## src/rtl/ktk_pkg.sv

```systemverilog
// ----------------------------------------------------------------------------
// ktk_pkg - shared types for the streaming top-K selector
// Word formats of the input and result channels and the link record that
// passes between neighboring cells of the sorted chain.
// ----------------------------------------------------------------------------
package ktk_pkg;

    localparam int VALUE_W = 32;
    localparam int COUNT_W = 7;

    typedef logic signed [VALUE_W-1:0] value_t;
    typedef logic        [COUNT_W-1:0] count_t;

    // Input word: one value of the data set.
    typedef struct packed {
        value_t value;
        logic   first_of_set;
    } ktk_in_t;

    // Result word: smallest kept value and the number of kept values.
    typedef struct packed {
        value_t kth_value;
        count_t kept;
    } ktk_out_t;

    // Link from cell i to cell i+1: the value cell i holds, and whether the
    // new value lands at or before cell i (so cell i+1 shifts down).
    typedef struct packed {
        value_t value;
        logic   take;
    } ktk_link_t;

endpackage

```

## src/rtl/ktk_cell.sv

```systemverilog
// ----------------------------------------------------------------------------
// ktk_cell - one slot of the descending sorted chain
// Holds one kept value. On an insert it either keeps its value, takes the
// new value, or takes its upper neighbor's value to shift down one place.
// ----------------------------------------------------------------------------
module ktk_cell (
    input  logic              clk,
    input  logic              shift_en,
    input  logic              live,
    input  ktk_pkg::value_t   new_value,
    input  ktk_pkg::ktk_link_t prev,
    output ktk_pkg::ktk_link_t link
);
    import ktk_pkg::*;

    value_t value_reg;
    value_t value_next;
    logic   take;

    // The new value goes here or above when this slot is empty or it beats
    // the value held; order is descending so this flag is monotone down the row.
    assign take = !live || (new_value > value_reg);

    always_comb
    begin
        value_next = value_reg;
        if (take)
        begin
            value_next = prev.take ? prev.value : new_value;
        end
    end

    always_ff @(posedge clk)
    begin
        if (shift_en)
        begin
            value_reg <= value_next;
        end
    end

    assign link.value = value_reg;
    assign link.take  = take;

endmodule

```

## config.mk

```make
export PLATFORM = sky130hd
export DESIGN_NAME = ktk_cell
export DESIGN_NICKNAME = d
export VERILOG_FILES = /design/src/rtl/ktk_pkg.sv /design/src/rtl/ktk_cell.sv
export SDC_FILE = /design/constraint.sdc
export NUM_CORES = 1
export LEC_CHECK = 0
export ABC_AREA = 1
export BUFFER_PORTS_ARGS = -buffer_cell sky130_fd_sc_hd__clkbuf_2
export CAP_MARGIN = 30
export CORE_ASPECT_RATIO = 1.25
export CORE_UTILIZATION = 43
export CTS_CLUSTER_SIZE = 10
export DETAILED_ROUTE_END_ITERATION = 6
export GPL_TIMING_DRIVEN = 0
export PLACE_DENSITY = 0.78
export SLEW_MARGIN = 20
export SYNTH_ARGS = -nofsm -noshare
export SYNTH_HDL_FRONTEND = slang
export SYNTH_SLANG_ARGS = --single-unit
export TNS_END_PERCENT = 20
```

## constraint.sdc

```tcl
create_clock -name clk -period 2.9 [get_ports clk]
set_input_delay 0.435 -clock clk [delete_from_list [all_inputs] [get_ports clk]]
set_output_delay 0.435 -clock clk [all_outputs]
set_load 0.03 [all_outputs]
```

==> results of run 1 <==
layout by cell type, fill, tap and decap left out, drive strengths merged:
master	instances
a21o	1
a21oi	15
buf	5
clkbuf	105
clkinv	2
edfxtp	32
ha	32
inv	42
mux2	31
nand2	41
nand3	4
nand4	2
nor2	10
nor3b	1
o21a	2
o21ai	3
routing by layer:
layer  up-vias  routed length, um  global-route usage  share of wire
met4         0                 44              0.0619         0.0096
li1        958                  -                   -              -
met5         -                  0                   0              0
met3         5                204              0.0495          0.044
met1       825               1880               0.191           0.41
met2        61               2470               0.318           0.54
cells by family after synthesis:
logic type / after synthesis / synth area share
compound gates: 21 / 0.0537
simple gates: 58 / 0.109
buf+inv: 47 / 0.0813
mux: 31 / 0.154
fa+ha+maj: 32 / 0.177
flops: 32 / 0.425
critical path, stage by stage (launching register included):
cell	delay, ns
edfxtp_1	0.36
inv_1	0.06
ha_1	0.34
nand2_1	0.11
nor2_2	0.14
nand2_2	0.09
nor3b_2	0.17
nand2_1	0.08
nand3_1	0.08
nand3_2	0.11
nand2_1	0.08
buf_4	0.09
clkbuf_2	0.18
where the power goes:
group | switching [mW] | internal (mW) | total (mW)
Sequential | 0.0193 | 0.565 | 0.584
Combinational | 0.244 | 0.168 | 0.413
Clock | 0.158 | 0.158 | 0.316
how the worst max path moves through the flow:
stage	depth (start not counted)	start	endpoint	slack, ns
floorplan	10	value_reg[31]	value_reg[0]	0.31
global placement	10	new_value[31]	value_reg[9]	-0.03
detailed placement	11	new_value[31]	value_reg[5]	0.18
CTS	12	value_reg[31]	link[0]	0.25
global route	13	value_reg[31]	link[0]	0.08
finish	12	value_reg[31]	link[0]	0.29
area by class of cell:
| type | count | area (um^2) |
|---|---|---|
| flip-flops and latches | 32 | 961 |
| plain buffers | 5 | 26.3 |
| clock inverters | 2 | 7.51 |
| clock buffers | 5 | 68.8 |
| inverters | 42 | 158 |
| repair buffers | 100 | 523 |
| fillers | 459 | 2130 |
| well taps | 62 | 77.6 |
| multi-input cells | 142 | 1120 |
==> out/results.ini, run 1 <==
[sta]
timing.fmax_mhz=383
hold_slack_ns=0.457
setup_slack_ns=0.288
setup-tns-final_ns=0
finalSetupViolCount=0
rsz0062_at_grt=no
drv_slew=0
clock_skew_ns=0.00445
tightest_slew_ns=0.537
hold_viol_final=0
slew_headroom=0.641
period_minus_slack_ns=2.61
timing.final.crit_share=0.901

[grt]
antenna_found_initial=0
grt_start_max_net_pins=21
gr-total-overflow=0
grt_pass1_vias=1886
grt_pass1_wl_mm=7.39
grt_usage=0.177

[final_layout]
stdcell_count=390
design_area_um2=2950
syn2layout_area_growth_pct=30.3
diodes=0
drive_gt1_frac=0.460
finalCoreUtilization=0.580
final_net_count=428
largest_reg_flops=32

[detailed_routing]
drt_iter0_drc=39
antenna_left=0
post-route-drc-count=0
wl_mm=4.60
avgViaCountPerCell=4.74
dr.pass1.iters=3
dr_total_vias=1849
wire_per_inst_um=11.8

[yosys]
ys_ff_latch=32
synth_most_common_cell=nand2_1
synth_common_cells=nand2_1 (40), inv_1 (38), edfxtp_1 (32), ha_1 (32), mux2_2 (31)
yosysSeqAreaShare=0.425
syn-cell-area_um2=2260
synth_ff_type=edfxtp_1
yosysTopAreaCell=edfxtp_1
synth.distinct_cells=22
synth_warnings=0
syn_nets=321
synth-async-reset-ratio=0
synth_area_leaders=edfxtp_1 (42%), ha_1 (18%), mux2_2 (15%)
syn_avg_cell_area_um2=10.2
synth_edf_count=32
synth_top_area_share=0.425
syn_inst=221

[cts]
cts.sinks=32
cts_resized=0
tritoncts=yes
cts_buffer_depth=2
cts_buffers=5
clk_latency_ns=0.28
hold_buffers=0
cts_setup_buffers=0
cts-htree-levels=2
path_clk_slew_ns=0.07
clockRootBuffer=clkbuf_8

[placement]
place_hpwl_mm=3.83
dpl_cell_area_um2=2870
io_buffers=99
dp_cells=383
routabilityCongestion=0.721
dp_slack_ns=0.180

[worst_setup_path]
endpoint_kind=output port
crit_type=reg -> out
critPathRequiredTime_ns=2.47
reg2reg_from=value_reg[31]
path_max_fanout=4
rrSetupSlack_ns=0.35
rr_endpoint=value_reg[9]
startpoint_type=flip-flop
cp.arrival_ns=2.18
reg2reg_depth=11

[floorplan]
ios=101
die_w_um=66.9
die_y_um=83.1
row_count=29
core-area_um2=5080
start_util=0.445
die_area_um2=5560

[status]
outcome=finished, final reports clean

[hold_path]
hold_start=prev[15]
min_to=value_reg[14]
hold_path.class=in -> reg
holdPathStages=2

[power_and_ir_drop]
ir_drop_mv=0.289
power_leakage_nw=1.54
powerDensity_nw_per_um2=446
total_power_mw=1.31

[flow_run]
maxCapViolCount=0

Power figures use the tool's default switching activity.
==> inputs of run 2 (changes only) <==
==> constraint.sdc (replaced) <==
create_clock -name clk -period 2.9 [get_ports clk]
set_input_delay 0.58 -clock clk [delete_from_list [all_inputs] [get_ports clk]]
set_output_delay 0.58 -clock clk [all_outputs]
set_load 0.03 [all_outputs]
==> out/results.ini, run 2 (synthesis gave the netlist of run 1 again) <==
[detailed_routing]
routed.top_layer=met4  ; unchanged
wl_met2_mm=2.48  ; was 2.47 mm
dr.pass1.iters=3  ; unchanged
avgViaCountPerCell=4.76  ; was 4.74
post-route-drc-count=0  ; unchanged
drt_iter0_drc=38  ; was 39
antenna_left=0  ; unchanged
dr_total_vias=1855  ; was 1849
wire_per_inst_um=11.8  ; about the same
wl_met1_mm=1.89  ; was 1.88 mm
wl_met3_um=206  ; was 204 um
wl_mm=4.62  ; was 4.60 mm

[power_and_ir_drop]
total_power_mw=1.32  ; was 1.31 mW
power_frac_comb=0.316  ; was 0.314
switching_power_mw=0.422  ; was 0.421 mW
power_leakage_nw=1.54  ; about the same
p_sw_frac=0.321  ; about the same
internal_power_mw=0.894  ; was 0.892 mW
p_seq_frac=0.444  ; was 0.445
powerDensity_nw_per_um2=445  ; was 446 nW/um^2
ir_drop_mv=0.289  ; about the same
clkPwrFrac=0.240  ; was 0.241

[worst_setup_path]
path_max_fanout=3  ; was 4
critPathRequiredTime_ns=2.32  ; was 2.47 ns
reg2reg_from=value_reg[23]  ; was value_reg[31]
rrSetupSlack_ns=0.40  ; was 0.35 ns
endpoint_kind=output port  ; unchanged
cp.arrival_ns=2.13  ; was 2.18 ns
critPathSlowestCell=ha_1  ; was edfxtp_1
reg2reg_depth=11  ; unchanged
cpPeakStageDelay_ns=0.29  ; was 0.36 ns
startpoint_type=primary input  ; was flip-flop
rr_endpoint=value_reg[9]  ; unchanged
endpoint=link[0]  ; unchanged
cpMostUsedCell=nand2_1  ; unchanged
startpoint=new_value[23]  ; was value_reg[31]
path_cells=clkbuf_2 > ha_1 > nand2_1 > nor2_1 > nand3_1 > nor3b_2 > nand2_1 > nand3_1 > nand3_2 > nand2_1 > buf_4 > buf_2  ; was inv_1 > ha_1 > nand2_1 > nor2_2 > nand2_2 > nor3b_2 > nand2_1 > nand3_1 > nand3_2 > nand2_1 > buf_4 > clkbuf_2
crit_type=in -> out  ; was reg -> out

[floorplan]
ios=101  ; unchanged
die_area_um2=5560  ; unchanged
die_w_um=66.9  ; unchanged
start_util=0.445  ; unchanged
row_count=29  ; unchanged
die_y_um=83.1  ; unchanged
core-area_um2=5080  ; unchanged

[final_layout]
fillers=458  ; was 459
design_area_um2=2960  ; was 2950 um^2
largest_reg_flops=32  ; unchanged
seq_area_um2=961  ; unchanged
multi_input_area_um2=1140  ; was 1120 um^2
final_net_count=428  ; unchanged
layout_common_cells=clkbuf_2 (98), nand2_1 (40), inv_1 (38)  ; was clkbuf_2 (99), nand2_1 (40), inv_1 (38)
final_common_cell=clkbuf_2  ; unchanged
syn2layout_area_growth_pct=30.8  ; was 30.3%
stdcell_count=390  ; unchanged
diodes=0  ; unchanged
drive_gt1_frac=0.463  ; was 0.460

[sta]
hold_slack_ns=0.602  ; was 0.457 ns
period_minus_slack_ns=2.71  ; was 2.61 ns
hold_viol_final=0  ; unchanged
timing.fmax_mhz=370  ; was 383 MHz
drv_slew=0  ; unchanged
slew_headroom=0.640  ; was 0.641
rsz0062_at_grt=no  ; unchanged
setup_slack_ns=0.195  ; was 0.288 ns
tightest_slew_ns=0.538  ; was 0.537 ns
timing.final.crit_share=0.933  ; was 0.901
finalSetupViolCount=0  ; unchanged
clock_skew_ns=0.00444  ; was 0.00445 ns

[cts]
cts_buffer_depth=2  ; unchanged
tritoncts=yes  ; unchanged
cts-htree-levels=2  ; unchanged
clk_latency_ns=0.28  ; about the same
cts.sinks=32  ; unchanged
cts_buffers=5  ; unchanged
clockRootBuffer=clkbuf_8  ; unchanged
path_clk_slew_ns=0.07  ; about the same

[status]
outcome=finished, final reports clean  ; unchanged

[placement]
dp_slack_ns=0.0354  ; was 0.180 ns
dpl_cell_area_um2=2870  ; unchanged
routabilityCongestion=0.721  ; unchanged
dp_cells=383  ; unchanged
place_hpwl_mm=3.83  ; unchanged
io_buffers=99  ; unchanged

[grt]
grt_pass1_vias=1886  ; unchanged
antenna_found_initial=0  ; unchanged
grt_usage=0.177  ; unchanged
grt_start_max_net_pins=21  ; unchanged
grt_pass1_wl_mm=7.39  ; unchanged
gr-total-overflow=0  ; unchanged

[flow_run]
maxCapViolCount=0  ; unchanged

[hold_path]
hold_path.class=in -> reg  ; unchanged

run 2: cell count changes in the layout (fill, tap and decap cells not counted):
cell / delta
ha_4: +1
buf_2: +1
clkbuf_2: -1
ha_1: -1
run 2: worst max-delay path, delay by kind of cell:
| kind | cells | cell delay, ns |
|---|---|---|
| simple gates | 8 | 0.88 |
| fa+ha+maj | 1 | 0.29 |
| buf+inv | 3 | 0.36 |
run 2: cell type report:
class | instances | share of cell area
inverter | 42 | 0.0533
clock inverter | 2 | 0.00254
sequential | 32 | 0.325
clock buffer | 5 | 0.0233
timing repair buffer | 100 | 0.177
buffer | 5 | 0.00888
tap | 62 | 0.0262
multi-input combinational | 142 | 0.384
run 2: repair_timing:
| action | 4_1_cts | 5_1_grt |
|---|---|---|
| setup buffers | 0 | 0 |
| hold buffers | 0 | 0 |
| setup endpoints to repair | 0 | 1 |
| resized for setup | 0 | 2 |
run 2: routing by layer:
metal,global-route usage,vias up
met5,0,-
met4,0.0619,0
met3,0.0495,5
met2,0.318,61
met1,0.191,829
li1,-,960
run 2: through the flow:
step | setup TNS (ns) | util
after floorplan | 0 | -
after global placement | -5.50 | 0.560
after detailed placement | 0 | 0.565
after CTS | 0 | 0.580
after global routing | 0 | 0.583
final | 0 | 0.583
run 2: worst min-delay path by stage:
stage	from	to	cells past startpoint
floorplan	prev[1]	value_reg[0]	2
global placement	prev[29]	value_reg[28]	2
detailed placement	prev[18]	value_reg[17]	2
CTS	prev[18]	value_reg[17]	2
global route	prev[20]	value_reg[19]	2
finish	prev[15]	value_reg[14]	2
run 2: power by group through the flow:
stage | Combinational (mW) | Sequential, mW | Clock [mW]
final | 0.416 | 0.584 | 0.316
after global routing | 0.464 | 0.589 | 0.348
after CTS | 0.420 | 0.585 | 0.336
after detailed placement | 0.418 | 0.595 | 0
after global placement | 0.396 | 0.593 | 0
after floorplan | 0.193 | 0.674 | 0
==> inputs of run 3 (changes only) <==
--- a/config.mk
+++ b/config.mk
@@ -12,7 +12,6 @@
 export CORE_UTILIZATION = 43
 export CTS_CLUSTER_SIZE = 10
 export DETAILED_ROUTE_END_ITERATION = 6
-export GPL_TIMING_DRIVEN = 0
 export PLACE_DENSITY = 0.78
 export SLEW_MARGIN = 20
 export SYNTH_ARGS = -nofsm -noshare
==> out/results.ini, run 3 (synthesis gave the netlist of run 1 again) <==
[final_layout]
drive_gt1_frac=0.461  ; was 0.463
diodes=0  ; unchanged
seq_area_um2=961  ; unchanged
final_common_cell=clkbuf_2  ; unchanged
final_net_count=425  ; was 428
fillers=460  ; was 458
multi_input_area_um2=1120  ; was 1140 um^2
largest_reg_flops=32  ; unchanged
layout_common_cells=clkbuf_2 (100), nand2_1 (40), inv_1 (38)  ; was clkbuf_2 (98), nand2_1 (40), inv_1 (38)
syn2layout_area_growth_pct=28.4  ; was 30.8%

[placement]
io_buffers=100  ; was 99
dp_slack_ns=0.216  ; was 0.0354 ns
place_hpwl_mm=3.74  ; was 3.83 mm
routabilityCongestion=0.729  ; was 0.721

[floorplan]
start_util=0.445  ; unchanged
row_count=29  ; unchanged
ios=101  ; unchanged
die_w_um=66.9  ; unchanged
die_area_um2=5560  ; unchanged
core-area_um2=5080  ; unchanged
die_y_um=83.1  ; unchanged

[sta]
finalSetupViolCount=0  ; unchanged
rsz0062_at_grt=no  ; unchanged
timing.fmax_mhz=372  ; was 370 MHz
slew_headroom=0.428  ; was 0.640
setup-tns-final_ns=0  ; unchanged
tightest_slew_ns=0.858  ; was 0.538 ns
drv_slew=0  ; unchanged
clock_skew_ns=0.00410  ; was 0.00444 ns
hold_viol_final=0  ; unchanged
setup_slack_ns=0.215  ; was 0.195 ns
timing.final.crit_share=0.926  ; was 0.933
period_minus_slack_ns=2.69  ; was 2.71 ns

[worst_setup_path]
critPathRequiredTime_ns=2.32  ; about the same
startpoint_type=primary input  ; unchanged
path_max_fanout=3  ; unchanged
cp.arrival_ns=2.11  ; was 2.13 ns
rrSetupSlack_ns=0.56  ; was 0.40 ns
crit_type=in -> out  ; unchanged
endpoint_kind=output port  ; unchanged

[detailed_routing]
wire_per_inst_um=12.1  ; was 11.8 um
dr.pass1.iters=4  ; was 3
wl_mm=4.65  ; was 4.62 mm
post-route-drc-count=0  ; unchanged
drt_iter0_drc=44  ; was 38
avgViaCountPerCell=4.82  ; was 4.76
dr_total_vias=1855  ; unchanged
antenna_left=0  ; unchanged

[grt]
met2_usage=0.341  ; was 0.318
antenna_found_initial=0  ; unchanged
grt_pass1_vias=1904  ; was 1886
grt_usage=0.184  ; was 0.177
met3_usage=0.0563  ; was 0.0495
grt_pass1_wl_mm=7.62  ; was 7.39 mm
gr-total-overflow=0  ; unchanged
globalRoute.busiestLayer=met2  ; unchanged
grt_util_met1=0.182  ; was 0.191
grt_start_max_net_pins=34  ; was 21

[cts]
tritoncts=yes  ; unchanged
clockRootBuffer=clkbuf_8  ; unchanged
clk_latency_ns=0.27  ; was 0.28 ns
cts-htree-levels=2  ; unchanged
hold_buffers=0  ; unchanged
cts_resized=0  ; unchanged
cts.sinks=32  ; unchanged
cts_buffer_depth=2  ; unchanged
cts_buffers=5  ; unchanged
cts_setup_buffers=0  ; unchanged
path_clk_slew_ns=0.06  ; was 0.07 ns

[power_and_ir_drop]
ir_drop_mv=0.256  ; was 0.289 mV
power_leakage_nw=1.53  ; was 1.54 nW
powerDensity_nw_per_um2=446  ; was 445 nW/um^2
total_power_mw=1.30  ; was 1.32 mW

[flow_run]
maxCapViolCount=0  ; unchanged

[hold_path]
hold_path.class=in -> reg  ; unchanged

[status]
outcome=finished, final reports clean  ; unchanged

## run 3: cell types whose count changed in the layout (fill, tap and decap cells not counted)
cell / previous run / this run
clkbuf_2: 98 / 100
buf_2: 4 / 0
ha_1: 31 / 32
clkbuf_1: 1 / 0
buf_4: 1 / 2
buf_16: 1 / 0
ha_4: 1 / 0
clkinv_1: 2 / 0
## run 3: per-layer routing
metal | up-vias | share of wire
met3 | 9 | 0.060
met4 | 0 | 0.017
met5 | - | 0
met2 | 64 | 0.53
li1 | 952 | -
met1 | 830 | 0.39
## run 3: worst paths after layout
path                 start  cells past startpoint       endpoint
max          new_value[23]                     11        link[0]
min                prev[3]                      2   value_reg[2]
max reg2reg  value_reg[23]                     11  value_reg[28]
min reg2reg  value_reg[31]                      6   value_reg[8]
## run 3: per-stage QoR
stage	util	cells	area, um^2	hold slack (ns)
floorplan	-	221	2270	0.771
global placement	0.558	380	2840	0.868
detailed placement	0.558	380	2840	0.882
CTS	0.572	385	2910	0.588
finish	0.572	385	2910	0.604
global route	0.572	385	2910	0.592
## run 3: final cells by class
type	count	area share
clock buffer	5	0.0237
inverter	42	0.0543
multi-input combinational	142	0.387
sequential	32	0.331
tap	62	0.0267
timing repair buffer	102	0.177
## run 3: report_power, final
part | leakage, nW | internal (mW) | switching, mW
Clock | 0.0359 | 0.155 | 0.153
Combinational | 1.18 | 0.160 | 0.244
Sequential | 0.308 | 0.565 | 0.0189
## run 3: worst max-delay path: stages
cell and delay [ns]:
clkbuf_2 0.09, ha_1 0.29, nand2_1 0.08, nor2_1 0.19
nand3_1 0.13, nor3b_2 0.18, nand2_1 0.09, nand3_1 0.09
nand3_2 0.12, nand2_1 0.08, clkbuf_2 0.20
